==> config.mk <==
export PLATFORM = sky130hd
export DESIGN_NAME = qrs_fifo
export DESIGN_NICKNAME = d
export VERILOG_FILES = /design/src/rtl/qrs_pkg.sv /design/src/rtl/qrs_fifo.sv
export SDC_FILE = /design/constraint.sdc
export NUM_CORES = 1
export LEC_CHECK = 0
export ABC_AREA = 1
export BUFFER_PORTS_ARGS = -buffer_cell sky130_fd_sc_hd__buf_4
export CAP_MARGIN = 20
export CORE_ASPECT_RATIO = 0.6
export CORE_UTILIZATION = 56
export DETAILED_ROUTE_END_ITERATION = 10
export GPL_TIMING_DRIVEN = 1
export PLACE_DENSITY_LB_ADDON = 0.25
export SETUP_SLACK_MARGIN = 0.1
export SLEW_MARGIN = 20
export SYNTH_ARGS = -nofsm -noshare
export SYNTH_HDL_FRONTEND = slang
export SYNTH_SLANG_ARGS = --single-unit
==> constraint.sdc <==
create_clock -name clk -period 3.2 [get_ports clk]
set_input_delay 0.32 -clock clk [delete_from_list [all_inputs] [get_ports clk]]
set_output_delay 0.32 -clock clk [all_outputs]
set_load 0.1 [all_outputs]
==> src/rtl/qrs_pkg.sv <==
`timescale 1ns / 1ps
// ----------------------------------------------------------------------------
// qrs_pkg
// Widths, count codes and job types shared by the quadratic root solver.
// ----------------------------------------------------------------------------
package qrs_pkg;

	// coefficient and fixed point format
	localparam int COEF_W    = 16;
	localparam int FRAC_BITS = 16;
	localparam int ROOT_W    = 40;

	// discriminant magnitude, radicand and square root widths
	localparam int DISC_W = 2 * COEF_W + 1;
	localparam int DS_W   = 2 * COEF_W + 3;
	localparam int RAD_W  = DISC_W + 2 * FRAC_BITS;
	localparam int SQ_W   = (RAD_W + 1) / 2;

	// scaled -b or -c, numerators, magnitudes and denominators
	localparam int NB_W   = COEF_W + 1 + FRAC_BITS;
	localparam int NUM_W  = ((NB_W > SQ_W + 1) ? NB_W : SQ_W + 1) + 1;
	localparam int MAG_W  = NUM_W;
	localparam int DEN_W  = COEF_W + 2;
	localparam int DMAG_W = DEN_W - 1;

	// queue between classifier and solver
	localparam int FIFO_DEPTH = 4;
	localparam int FIFO_AW    = $clog2(FIFO_DEPTH);

	// root count codes
	localparam logic [1:0] CNT_NONE = 2'd0;
	localparam logic [1:0] CNT_ONE  = 2'd1;
	localparam logic [1:0] CNT_TWO  = 2'd2;
	localparam logic [1:0] CNT_ALL  = 2'd3;

	// classified job handed from the front to the solver
	typedef struct packed {
		logic [1:0]              cnt;
		logic                    sq;
		logic signed [NB_W-1:0]  nb;
		logic signed [DEN_W-1:0] den;
		logic [DISC_W-1:0]       disc;
	} job_t;

	// tag that follows a job through the divider
	typedef struct packed {
		logic [1:0] cnt;
		logic       sq;
	} tag_t;

endpackage

==> src/rtl/qrs_fifo.sv <==
`timescale 1ns / 1ps
// ----------------------------------------------------------------------------
// qrs_fifo
// Short job queue that decouples the classifier from the solver pipeline.
// ----------------------------------------------------------------------------
module qrs_fifo (
	input  logic          clk,
	input  logic          arst_n,
	input  logic          push,
	input  qrs_pkg::job_t push_job,
	input  logic          pop,
	output logic          full,
	output logic          not_empty,
	output qrs_pkg::job_t head_job
);

	localparam int AW = qrs_pkg::FIFO_AW;

	qrs_pkg::job_t   mem_q [qrs_pkg::FIFO_DEPTH];
	logic [AW-1:0]   wr_ptr_q, rd_ptr_q;
	logic [AW:0]     count_q;

	assign full      = (count_q == (AW+1)'(qrs_pkg::FIFO_DEPTH));
	assign not_empty = (count_q != '0);
	assign head_job  = mem_q[rd_ptr_q];

	// storage
	always_ff @(posedge clk) begin
		if (push) begin
			mem_q[wr_ptr_q] <= push_job;
		end
	end

	// pointers and fill count
	always_ff @(posedge clk or negedge arst_n) begin
		if (!arst_n) begin
			wr_ptr_q <= '0;
			rd_ptr_q <= '0;
			count_q  <= '0;
		end else begin
			if (push) begin
				wr_ptr_q <= (wr_ptr_q == AW'(qrs_pkg::FIFO_DEPTH - 1)) ? '0 : wr_ptr_q + 1'b1;
			end
			if (pop) begin
				rd_ptr_q <= (rd_ptr_q == AW'(qrs_pkg::FIFO_DEPTH - 1)) ? '0 : rd_ptr_q + 1'b1;
			end
			if (push && !pop) begin
				count_q <= count_q + 1'b1;
			end else if (pop && !push) begin
				count_q <= count_q - 1'b1;
			end
		end
	end

	// queue never overruns or underruns
	a_no_overflow: assert property (@(posedge clk) disable iff (!arst_n)
		!(push && full && !pop)) else $error("job queue overflow");
	a_no_underflow: assert property (@(posedge clk) disable iff (!arst_n)
		!(pop && !not_empty)) else $error("job queue underflow");
	a_count_bound: assert property (@(posedge clk) disable iff (!arst_n)
		count_q <= (AW+1)'(qrs_pkg::FIFO_DEPTH)) else $error("job queue count out of range");

endmodule

# ---- Word level (Yosys, flattened, before mapping)
# Memories as Yosys holds them, arrays and structs flattened.
# Cells that the tools add are included.
dict set report classes {
  n_reduce_logical 6
  n_eq_ne 3
  n_mux 6
  n_addsub 4
}
# cell count
set ops {}
lappend ops {{$mux 3} 2}
lappend ops {{$add 2x1->2 const B} 2}
lappend ops {{$eq 2x2->1 const B} 2}
lappend ops {{$mux 2} 2}
lappend ops {{$add 3x1->3 const B} 1}
lappend ops {{$eq 3x3->1 const B} 1}
lappend ops {{$reduce_bool 3->1} 1}
lappend ops {{$sub 3x1->3 const B} 1}
lappend ops {{$logic_and 1x1->1} 2}
lappend ops {{$logic_not 1->1} 2}
lappend ops {{$mux 1} 2}
lappend ops {{$reduce_bool 2->1} 1}
dict set report totals {
  word_cells 23
  memories 1
  register_bits 7
  ram_bits 348
  in_bits 91
}
# name words width read_ports rd_ports_with_merged_regs wr line
set memory_table {}
lappend memory_table {mem_q 4 87 1 0 1 qrs_fifo.sv:19} ;# qrs_pkg::job_t mem_q [qrs_pkg::FIFO_DEPTH];

# ---- Depth between registers and ports, before layout
dict set report depth {
  ltp_word 4
  depth_mapped 9
  ltp_nobuf 9
}

# ---- Worst setup path before layout
# Ideal clock, no wire load.
dict set report synth_timing {
  kind {reg2out}
  from {register count_q[0]}
  to {output full}
  path_stages_with_launch 2
  slack_ns 0.377
  arrival_ns 2.503
  required_ns 2.880
  path_cell_list {dfrtp_1 -> nor3_1}
}
dict set report synth_via {
  elab_chain_len 1
}
# element line
set synth_lines {}
lappend synth_lines {{from (decl)} qrs_fifo.sv:21} ;# logic [AW:0] count_q;
lappend synth_lines {{from (signal assigned)} qrs_fifo.sv:48} ;# count_q <= count_q + 1'b1;
lappend synth_lines {{from (signal assigned)} qrs_fifo.sv:50} ;# count_q <= count_q - 1'b1;
lappend synth_lines {{$eq 3x3->1} qrs_fifo.sv:23} ;# assign full = (count_q == (AW+1)'(qrs_pkg::FIFO_DEPTH));
lappend synth_lines {{to (decl)} qrs_fifo.sv:12} ;# output logic full,
# No other way between the ends.

==> flow_summary_export.csv <==
group,metric,value,unit
run_status,outcome,"finished clean",
logic_synthesis,yosys.area.top_type,"edfxtp_1",
sta,setup_viol,0,
sta,tns,0,ns
worst_setup_path,worstReg2RegEnd,"mem_q[1][21]",
detailed_routing,antenna_left,0,
worst_setup_path,r2r_slack,1.10,ns
clock_tree,cts_tree,"built",
global_route,antenna_found_initial,1,
sta,period_needed,2.92,ns
logic_synthesis,synth_warnings,0,
worst_setup_path,cp-end-kind,"output pin",
floorplan,start_util,57.9,%
detailed_routing,drt_iter0_drc,664,
clock_tree,cts.path.max_buffers,3,
worst_setup_path,crit_path_start_kind,"flop",
clock_tree,clk_pin_slew,0.07,ns
logic_synthesis,ys.flop_type,"edfxtp_1",
finish,layout.nets,1429,
flow_run,drv_cap,0,
sta,setup_ws,0.279,ns
clock_tree,numCtsBuffers,31,
logic_synthesis,synth_common_cells,"edfxtp_1 (348), nand2_1 (277), inv_1 (185)",
floorplan,pin_count,180,
logic_synthesis,async_flop_share,1.97,%
worst_setup_path,crit_start,"rd_ptr_q[1]",
floorplan,die_width,208,um
worst_setup_path,arrival,2.60,ns
logic_synthesis,syn_area,14200,um^2
worst_setup_path,critPathMaxFanout,47,
place,dp_hpwl,16100,um
global_route,grt_pass1_vias,8482,
worst_setup_path,cp.required,2.88,ns
logic_synthesis,synth-edff-count,348,
sta,finalClockSkew,0.00849,ns
detailed_routing,vias,8635,
finish,syn2layout_area_growth,24.3,%
logic_synthesis,synth.area.top_cells,"edfxtp_1 (74%), o211ai_1 (9.2%), nand2_1 (7.3%), inv_1 (4.9%), dfrtp_1 (1.2%)",
clock_tree,clock-sinks,355,
sta,hold_viol,0,
sta,post-route-period-util,91.3,%
detailed_routing,routedWlPerCell,17.1,um
place,gp_congestion,0.759,
detailed_routing,drc,0,
floorplan,dieArea,26000,um^2
sta,max_slew_margin,51.5,%
sta,rsz0062_at_grt,"no",
detailed_routing,totalWireLength,28600,um
sta,timing.fmax,342,MHz
sta,slew_viol_final,0,
logic_synthesis,synthDistinctLibCells,21,
logic_synthesis,synth_nets,1166,
finish,finalInstanceArea,17700,um^2
sta,timing.hold.ws,0.109,ns
min_path,hp-class,"input port to async pin",
clock_tree,clock_latency,0.55,ns
detailed_routing,viasPerCell,5.15,
worst_setup_path,worstSetupPathType,"flop to output pin",
worst_setup_path,r2r.worst_path.cells,5,
global_route,grt_util_all_layers,22.5,%
global_route,overflow,0,
logic_synthesis,synth_seq_cells,355,
floorplan,core-area,24600,um^2
global_route,grt_max_degree,102,
logic_synthesis,yosysMostFrequentCell,"edfxtp_1",
sta,worst_slew_pin_slew,0.728,ns
detailed_routing,dr.pass1.iters,5,
finish,drive_gt1_share,18.4,%
global_route,grt_pass1_wl,45500,um
floorplan,fp-row-count,44,
clock_tree,root_buffer,"clkbuf_16",
logic_synthesis,syn_avg_cell_area,13.3,um^2
floorplan,die_h,125,um
logic_synthesis,synth_cells,1068,
logic_synthesis,synth_top_area_share,73.5,%
worst_setup_path,r2r_start,"wr_ptr_q[1]",
logic_synthesis,yosysSeqAreaShare,74.7,%
place,port_buffers,179,
worst_setup_path,endpoint,"head_job[43]",
clock_tree,h-tree-depth,1,
place,placed_cell_area,15800,um^2
place,pre_cts_slack,0.890,ns
[worst max-delay path, stage by stage (launching register included)]
cell	delay [ns]
dfrtp_4	0.73
inv_4	0.39
buf_12	0.32
o211ai_1	0.13
nand2_1	0.12
buf_4	0.30
[placed cells by master, fill, tap and decap left out, types with 3 or more instances in the layout]
master         Yosys  final
inv_1            185    181
clkinv_2           0      9
o21ai_0            3      3
dfrtp_1            7      6
dlygate4sd3_1      0     90
ha_1               6      6
nand2_1          277    277
o211ai_1         174    174
clkinv_1           0      9
bufinv_16          0      3
buf_12             0      5
buf_4              7    192
edfxtp_1         348    348
clkinvlp_4         0      4
nor2_1             3      3
clkbuf_16          0     31
[how the worst min path moves through the flow]
stage / endpoint / cells after the start / startpoint / slack (ns)
after detailed placement: wr_ptr_q[0] / 1 / arst_n / 0.14
after CTS: count_q[1] / 2 / arst_n / 0.08
after floorplan: count_q[0] / 0 / arst_n / 0.02
after global placement: count_q[0] / 1 / arst_n / 0.14
after global routing: rd_ptr_q[1] / 2 / arst_n / 0.1
final: count_q[1] / 2 / arst_n / 0.11
[per-layer routing]
layer	GRT usage, %	wire length [um]	up-vias
met5	0	0	-
met4	5.49	554	0
met3	4.85	1900	44
met2	34.9	12800	277
met1	32.8	13300	4060
li1	-	-	4254
[flip-flops by register name, summed over array words and instances (netlist names)]
register and cells:
mem_q 348, wr_ptr_q 2, rd_ptr_q 2, count_q 3
[layout make-up]
class                      count  area (um^2)
timing repair buffer         287         2440
multi-input combinational    469         2500
sequential                   355        10600
inverter                     187          717
antenna                        1         2.50
fill                        1602         6890
clock inverter                23          196
clock buffer                  32          779
tap                          322          403
[through the flow]
stage,instances,utilization (%)
after CTS,1675,71.9
after global placement,1530,64.3
after floorplan,1068,-
after detailed placement,1530,64.3
final,1676,72.0
after global routing,1676,72.0
[cells by family (layout without fill, tap and decap cells)]
group           Yosys count  after routing  synth area share (%)
compound gates          178            178                  9.33
xor+xnor                  1              1                0.0616
fa+ha+maj                 7              7                 0.669
buf+inv                 244            529                  7.69
flops                   355            355                  74.7
other cells               0              1                     0
simple gates            283            283                  7.51
[what timing repair did]
| action | CTS | global route |
|---|---|---|
| hold buffers | 90 | 0 |
| setup buffers | 0 | 0 |
| hold endpoints to repair | 358 | 0 |
| endpoints found under the setup margin | 0 | 0 |
| gates resized for setup | 0 | 0 |
Power is not shown: default switching activity piles up to over one toggle a cycle in this logic, so the estimate is an artifact.
