$ cat src/rtl/qrs_pkg.sv
`timescale 1ns / 1ps
// ----------------------------------------------------------------------------
// qrs_pkg
// Widths, count codes and job types shared by the quadratic root solver.
// ----------------------------------------------------------------------------
package qrs_pkg;

	// coefficient and fixed point format
	localparam int COEF_W    = 16;
	localparam int FRAC_BITS = 16;
	localparam int ROOT_W    = 40;

	// discriminant magnitude, radicand and square root widths
	localparam int DISC_W = 2 * COEF_W + 1;
	localparam int DS_W   = 2 * COEF_W + 3;
	localparam int RAD_W  = DISC_W + 2 * FRAC_BITS;
	localparam int SQ_W   = (RAD_W + 1) / 2;

	// scaled -b or -c, numerators, magnitudes and denominators
	localparam int NB_W   = COEF_W + 1 + FRAC_BITS;
	localparam int NUM_W  = ((NB_W > SQ_W + 1) ? NB_W : SQ_W + 1) + 1;
	localparam int MAG_W  = NUM_W;
	localparam int DEN_W  = COEF_W + 2;
	localparam int DMAG_W = DEN_W - 1;

	// queue between classifier and solver
	localparam int FIFO_DEPTH = 4;
	localparam int FIFO_AW    = $clog2(FIFO_DEPTH);

	// root count codes
	localparam logic [1:0] CNT_NONE = 2'd0;
	localparam logic [1:0] CNT_ONE  = 2'd1;
	localparam logic [1:0] CNT_TWO  = 2'd2;
	localparam logic [1:0] CNT_ALL  = 2'd3;

	// classified job handed from the front to the solver
	typedef struct packed {
		logic [1:0]              cnt;
		logic                    sq;
		logic signed [NB_W-1:0]  nb;
		logic signed [DEN_W-1:0] den;
		logic [DISC_W-1:0]       disc;
	} job_t;

	// tag that follows a job through the divider
	typedef struct packed {
		logic [1:0] cnt;
		logic       sq;
	} tag_t;

endpackage

$ cat src/rtl/qrs_front.sv
`timescale 1ns / 1ps
// ----------------------------------------------------------------------------
// qrs_front
// Takes coefficient items, forms the discriminant and classifies each item
// into a job: root count, scaled numerator base, denominator and discriminant.
// ----------------------------------------------------------------------------
module qrs_front (
	input  logic                                clk,
	input  logic                                arst_n,
	input  logic                                en,
	input  logic                                in_valid,
	input  logic signed [qrs_pkg::COEF_W-1:0]   coef_a,
	input  logic signed [qrs_pkg::COEF_W-1:0]   coef_b,
	input  logic signed [qrs_pkg::COEF_W-1:0]   coef_c,
	output logic                                out_valid,
	output qrs_pkg::job_t                       out_job
);

	localparam int W = qrs_pkg::COEF_W;

	logic                           v_s1;
	logic signed [W-1:0]            a_s1, b_s1, c_s1;
	logic signed [2*W-1:0]          bb_s1, ac_s1;
	logic                           v_s2;
	qrs_pkg::job_t                  job_s2;
	qrs_pkg::job_t                  job_d;

	logic signed [qrs_pkg::DS_W-1:0]  dsum;
	logic signed [qrs_pkg::NB_W-1:0]  nb_b, nb_c;
	logic signed [qrs_pkg::DEN_W-1:0] a_ext, b_ext, abs_a;

	// stage 1: products
	always_ff @(posedge clk or negedge arst_n) begin
		if (!arst_n) begin
			v_s1 <= 1'b0;
		end else if (en) begin
			v_s1 <= in_valid;
		end
	end

	always_ff @(posedge clk) begin
		if (en) begin
			a_s1  <= coef_a;
			b_s1  <= coef_b;
			c_s1  <= coef_c;
			bb_s1 <= coef_b * coef_b;
			ac_s1 <= coef_a * coef_c;
		end
	end

	// discriminant and scaled operands
	assign dsum  = qrs_pkg::DS_W'(bb_s1) - (qrs_pkg::DS_W'(ac_s1) <<< 2);
	assign nb_b  = -(qrs_pkg::NB_W'(b_s1) <<< qrs_pkg::FRAC_BITS);
	assign nb_c  = -(qrs_pkg::NB_W'(c_s1) <<< qrs_pkg::FRAC_BITS);
	assign a_ext = qrs_pkg::DEN_W'(a_s1);
	assign b_ext = qrs_pkg::DEN_W'(b_s1);
	assign abs_a = a_s1[W-1] ? -a_ext : a_ext;

	// classification of the degenerate and general cases
	always_comb begin
		job_d = '0;
		if (a_s1 == '0) begin
			if (b_s1 == '0) begin
				job_d.cnt = (c_s1 == '0) ? qrs_pkg::CNT_ALL : qrs_pkg::CNT_NONE;
			end else begin
				job_d.cnt = qrs_pkg::CNT_ONE;
				job_d.nb  = nb_c;
				job_d.den = b_ext;
			end
		end else if (c_s1 == '0 && b_s1 != '0) begin
			job_d.cnt = qrs_pkg::CNT_TWO;
			job_d.nb  = nb_b;
			job_d.den = a_ext;
		end else begin
			job_d.nb  = nb_b;
			job_d.den = (b_s1 == '0) ? (abs_a <<< 1) : (a_ext <<< 1);
			if (dsum < 0) begin
				job_d.cnt = qrs_pkg::CNT_NONE;
			end else if (dsum == '0) begin
				job_d.cnt = qrs_pkg::CNT_ONE;
			end else begin
				job_d.cnt  = qrs_pkg::CNT_TWO;
				job_d.sq   = 1'b1;
				job_d.disc = dsum[qrs_pkg::DISC_W-1:0];
			end
		end
	end

	// stage 2: classified job
	always_ff @(posedge clk or negedge arst_n) begin
		if (!arst_n) begin
			v_s2 <= 1'b0;
		end else if (en) begin
			v_s2 <= v_s1;
		end
	end

	always_ff @(posedge clk) begin
		if (en) begin
			job_s2 <= job_d;
		end
	end

	assign out_valid = v_s2;
	assign out_job   = job_s2;

endmodule

$ cat config.mk
export PLATFORM = sky130hd
export DESIGN_NAME = qrs_front
export DESIGN_NICKNAME = d
export VERILOG_FILES = /design/src/rtl/qrs_pkg.sv /design/src/rtl/qrs_front.sv
export SDC_FILE = /design/constraint.sdc
export NUM_CORES = 2
export LEC_CHECK = 0
export ABC_AREA = 1
export BUFFER_PORTS_ARGS = -buffer_cell sky130_fd_sc_hd__buf_2
export CAP_MARGIN = 20
export CORE_UTILIZATION = 55
export CTS_CLUSTER_DIAMETER = 150
export DETAILED_ROUTE_END_ITERATION = 10
export PLACE_DENSITY = 0.73
export SYNTH_ARGS = -nofsm -noshare
export SYNTH_HDL_FRONTEND = slang
export SYNTH_SLANG_ARGS = --single-unit
$ cat constraint.sdc
create_clock -name clk -period 2.9 [get_ports clk]
set_input_delay 0.29 -clock clk [delete_from_list [all_inputs] [get_ports clk]]
set_output_delay 0.29 -clock clk [all_outputs]
set_load 0.03 [all_outputs]
=== Yosys cells after proc, flatten, opt, wreduce, memory -nomap -nowiden ===
Cells that the tools add are included.

* Bits in registers: 201
* Input port bits: 52
* Output and inout port bits: 88
* Word-level logic and storage cells: 39

* Add/subtract/negate cells: 4
* Multipliers: 2
* $lt $le $gt $ge: 1
* Mux-type cells: 12
* Reductions and logical operators: 8

{| class="wikitable"
|+ Operators with widths
! kind !! number
|-
| $mux W51 || 2
|-
| $neg A32 Y33 || 2
|-
| $mul A16 B16 Y32 || 2
|-
| $logic_not A16 Y1 || 3
|-
| $mux W18 || 2
|-
| $logic_not A35 Y1 || 1
|-
| $lt A35 B1 Y1 const B || 1
|-
| $sub A32 B34 Y35 || 1
|-
| $mux W17 || 1
|-
| $neg A16 Y17 || 1
|-
| $reduce_bool A16 Y1 || 1
|-
| $mux W2 || 6
|-
| $reduce_or A4 Y1 || 1
|-
| $reduce_or A3 Y1 || 1
|-
| $logic_and A1 B1 Y1 || 1
|-
| $mux W1 || 1
|}

=== Longest topological paths before layout ===
* Depth after elaboration: 6
* Gate-level depth with buffers: 28
* Depth with buffers taken out: 27

=== Worst setup path before layout ===
OpenSTA, ideal clock, no wires.

* Path kind: in2reg
* Start point: input coef_b[1] (netlist name)
* End point: register bb_s1[31] (data pin)
* Library setup time: 0.264 ns
* Arrival: 5.616 ns
* Required time: 2.636 ns
* Setup slack: -2.980 ns
* Cell stages on the path: 21
* Buffers on the path: 2
* Cell sequence: clkbuf_1 buf_1 nand2_1 inv_1 fa_1 fa_1 inv_1 fa_1 fa_1 fa_1 fa_1 inv_1 ha_1 nand2_1 nor2_1 inv_1 nor3_1 nand2_1 o21ai_0 a31oi_1 xor2_1

* Longest elaborated chain between the ends: 1

{| class="wikitable"
|+ RTL lines
! what !! line !! text
|-
| start, declared || qrs_front.sv:13 || <nowiki>input logic signed [qrs_pkg::COEF_W-1:0] coef_b,</nowiki>
|-
| $mul A16 B16 Y32 || qrs_front.sv:46 || <nowiki>bb_s1 <= coef_b * coef_b;</nowiki>
|-
| end signal, assigned || qrs_front.sv:46 ||
|-
| end, declared || qrs_front.sv:23 || <nowiki>logic signed [2*W-1:0] bb_s1, ac_s1;</nowiki>
|}

No other way between the ends.
A chain may end at the register's enable or synchronous reset.

=== Worst setup path after layout ===
* Start point: input coef_c[1] (netlist name)
* End point: register ac_s1[29] (data pin)

* Longest elaborated chain between the ends: 1

{| class="wikitable"
|+ RTL lines
! what !! line !! text
|-
| start, declared || qrs_front.sv:14 || <nowiki>input logic signed [qrs_pkg::COEF_W-1:0] coef_c,</nowiki>
|-
| $mul A16 B16 Y32 || qrs_front.sv:47 || <nowiki>ac_s1 <= coef_a * coef_c;</nowiki>
|-
| end signal, assigned || qrs_front.sv:47 ||
|-
| end, declared || qrs_front.sv:23 ||
|}

No other way between the ends.

==> results_dict.tcl <==
set metrics [dict create \
    antenna_found_initial 2 \
    synth_cell_types 45 \
    finalSetupViolCount 88 \
    multi_input_area_sq_mm 0.02222 \
    root_buffer "clkbuf_16" \
    r2r_end "out_job[4]$_SDFFCE_PP0P_" \
    fmax_mhz 196.2 \
    antenna_cells 0 \
    drc_errors 0 \
    die_h_microns 232.2 \
    cts-htree-levels 4 \
    syn_to_final_growth_pct 36.24 \
    synth.cell_area_sq_mm 0.02915 \
    design_area_sq_mm 0.03972 \
    finalWirelength_microns 88940 \
    critPathMaxStageDelay_ns 0.57 \
    clk_path_buf_depth 2 \
    track_usage_pct 31.97 \
    min-delay-start "in_valid" \
    clock_sinks 182 \
    syn_inst 3448 \
    holdPathEnd "v_s1$_DFFE_PN0P_" \
    period_needed_ns 5.097 \
    rrSetupSlack_ns -0.39 \
    path_buf_inv 7 \
    grt_overflow 0 \
    ys_async_sr_fraction_pct 1.099 \
    start_kind "input port" \
    arrival_ns 5.33 \
    min_path_cells 3 \
    fin_skew_ns 0.01081 \
    final_common_cell "inv_1" \
    nNetsFinal 4872 \
    drt-pass1-iter-count 6 \
    final_hold_viol_count 0 \
    fin_cells 4821 \
    synth_edf_count 180 \
    avgSynthCellArea_sq_um 8.455 \
    cts_tree "done" \
    grt_setup_unrepaired "true" \
    violations "setup timing" \
    synth_ff_type "edfxtp_1" \
    dp_cells 4676 \
    fin_hold_ws_ns 0.02345 \
    dp_slack_ns -2.744 \
    status "complete, but fails checks" \
    clkLatencyLatePin_ns 0.48 \
    cp_top_family "adder cells" \
    relSlewSlack_pct 46.20 \
    synth_seq_cells 182 \
    worst_slew_pin_slew_ns 0.7997 \
    maxCapViolations 0 \
    initial_utilization_pct 55.58 \
    slew_viol_final 0 \
    first_iter_violations 1903 \
    crit_top_cell "fa_1" \
    required_ns 3.13 \
    cpMaxStageDelayCell "fa_1" \
    die_w_microns 232.2 \
    setup_slack_ns -2.197 \
    rows 84 \
    synth_seq_area_share_pct 18.71 \
    post_drt_wl_per_cell_microns 18.45 \
    coreArea_sq_mm 0.05245 \
    path_class "input port to register" \
    vias 25070 \
    via_per_inst 5.200 \
    port_buffers 122 \
    layout_common_cells "905 x inv_1, 612 x nand2_1, 495 x buf_4" \
    place_area_sq_mm 0.03507 \
    cts_buffers 17 \
    rr_worst_depth 18 \
    grt_pass1_wl_microns 133500 \
    n_fill_cell 3202 \
    min_path_type "input port to register" \
    die_area_sq_mm 0.05393 \
    grt_pass1_vias 26490 \
    io_pins 140 \
    gp_congestion 0.9227 \
    ys_warn_count 0 \
    drive_gt1_share_pct 33.75 \
    critPathCaptureType "register" \
    finalCritPeriodShare_pct 175.8 \
    detail-route-antenna-nets 0 \
    path_clk_slew_ns 0.07 \
    seqCellArea_sq_mm 0.005455 \
    timing.rr.start "ac_s1[0]$_DFFE_PP_" \
    crit_path_max_fanout 5 \
    dp_hpwl_microns 63840 \
    grt_max_degree 72 \
]
## worst min-delay path, stage by stage
cell and delay, ns:
buf_2 0.07, nand2_1 0.03, o21ai_0 0.06
## stage by stage
| step | setup TNS (ns) | util (%) |
|---|---|---|
| after floorplan | -96.57 | - |
| after global placement | -129.66 | 66.88 |
| after detailed placement | -134.28 | 66.88 |
| after CTS | -89.68 | 73.03 |
| after global routing | -113.45 | 75.73 |
| final | -104.35 | 75.73 |
## layer usage
metal  vias to the layer above  part of all wire [%]  GRT usage, %
li1                      11460                     -             -
met1                     12150                    39         41.61
met2                      1213                    49         53.49
met3                       247                   8.3         6.287
met4                         2                   4.2         10.38
met5                         -                 0.015             0
## how the worst max path moves through the flow
stage	start	to	slack, ns	cells after the start
after global placement	coef_c[15]	ac_s1[31]$_DFFE_PP_	-2.61	21
after floorplan	coef_b[9]	bb_s1[30]$_DFFE_PP_	-2.38	22
after global routing	coef_c[15]	ac_s1[30]$_DFFE_PP_	-2.33	22
after detailed placement	coef_b[15]	bb_s1[24]$_DFFE_PP_	-2.74	21
after CTS	coef_b[15]	bb_s1[31]$_DFFE_PP_	-2.02	22
final	coef_c[1]	ac_s1[29]$_DFFE_PP_	-2.20	25
## sequential cells by signal, indices dropped and copies added, names as in the netlist
name and cells:
out_valid 1, b_s1 16, c_s1 16, a_s1 16
ac_s1 32, out_job 70, bb_s1 30, v_s1 1
## timing repair
action                                 CTS  global route
setup endpoints to repair               90           100
hold buffers                             1             0
gates resized for setup                508           280
endpoints found under the hold margin    2             0
buffers inserted                        76            47
pin swaps                              188           153
gates cloned                             4             2
## Yosys cell counts, types with 2 or more instances
master       n  area [sq um]
nand3_1     73         365.4
nand2_2      4         25.02
a31oi_1     13         81.33
o21ai_0     48         240.2
nand3_2      5         50.05
o221ai_1    11         96.34
o21bai_1     9         67.56
xor2_1      83         727.0
buf_1        2         7.510
nor3_1      23         115.1
nor4_1       8         50.05
nor2_1     158         593.1
nand3b_1     7         52.55
nor2_4       2         22.52
dfrtp_1      2         50.05
a21oi_1    104         520.5
edfxtp_1   180          5405
a21boi_0     4         30.03
fa_1       497          9950
nor3_2       3         30.03
or2_2        6         37.54
a21o_1       4         30.03
buf_6        3         33.78
o21a_1       4         30.03
and2_1       3         18.77
o211ai_1     6         45.04
nor2_2      33         206.5
nand2_1    733          2751
ha_1       203          2540
o22ai_1     11         68.82
inv_1     1021          3832
clkbuf_1    96         360.4
nor3_4       2         32.53
buf_4       20         150.1
nand4_1     18         112.6
xnor2_1     38         332.8
a31o_2       3         26.28
## kinds of logic after synthesis
family,after synthesis,synth area share [%]
adders and majority gates,700,42.84
and+or+nand+nor,1079,15.37
other,1,0.01286
buffers and inverters,1144,15.07
AOI/OAI and AO/OA,220,4.326
xor gates and xnor gates,121,3.635
DFF,182,18.71
muxes,1,0.03434
## area by class of cell
| type | instances | area share (%) |
|---|---|---|
| Clock buffer | 17 | 1.071 |
| Clock inverter | 15 | 0.4505 |
| Inverter | 1023 | 9.719 |
| Multi-Input combinational cell | 2138 | 55.93 |
| Sequential cell | 182 | 13.74 |
| Tap cell | 688 | 2.167 |
| Timing Repair Buffer | 758 | 16.92 |
Power is left out: the tool's default activity adds up to more than one toggle a clock period on the data nets, which glitch-free logic cannot reach.
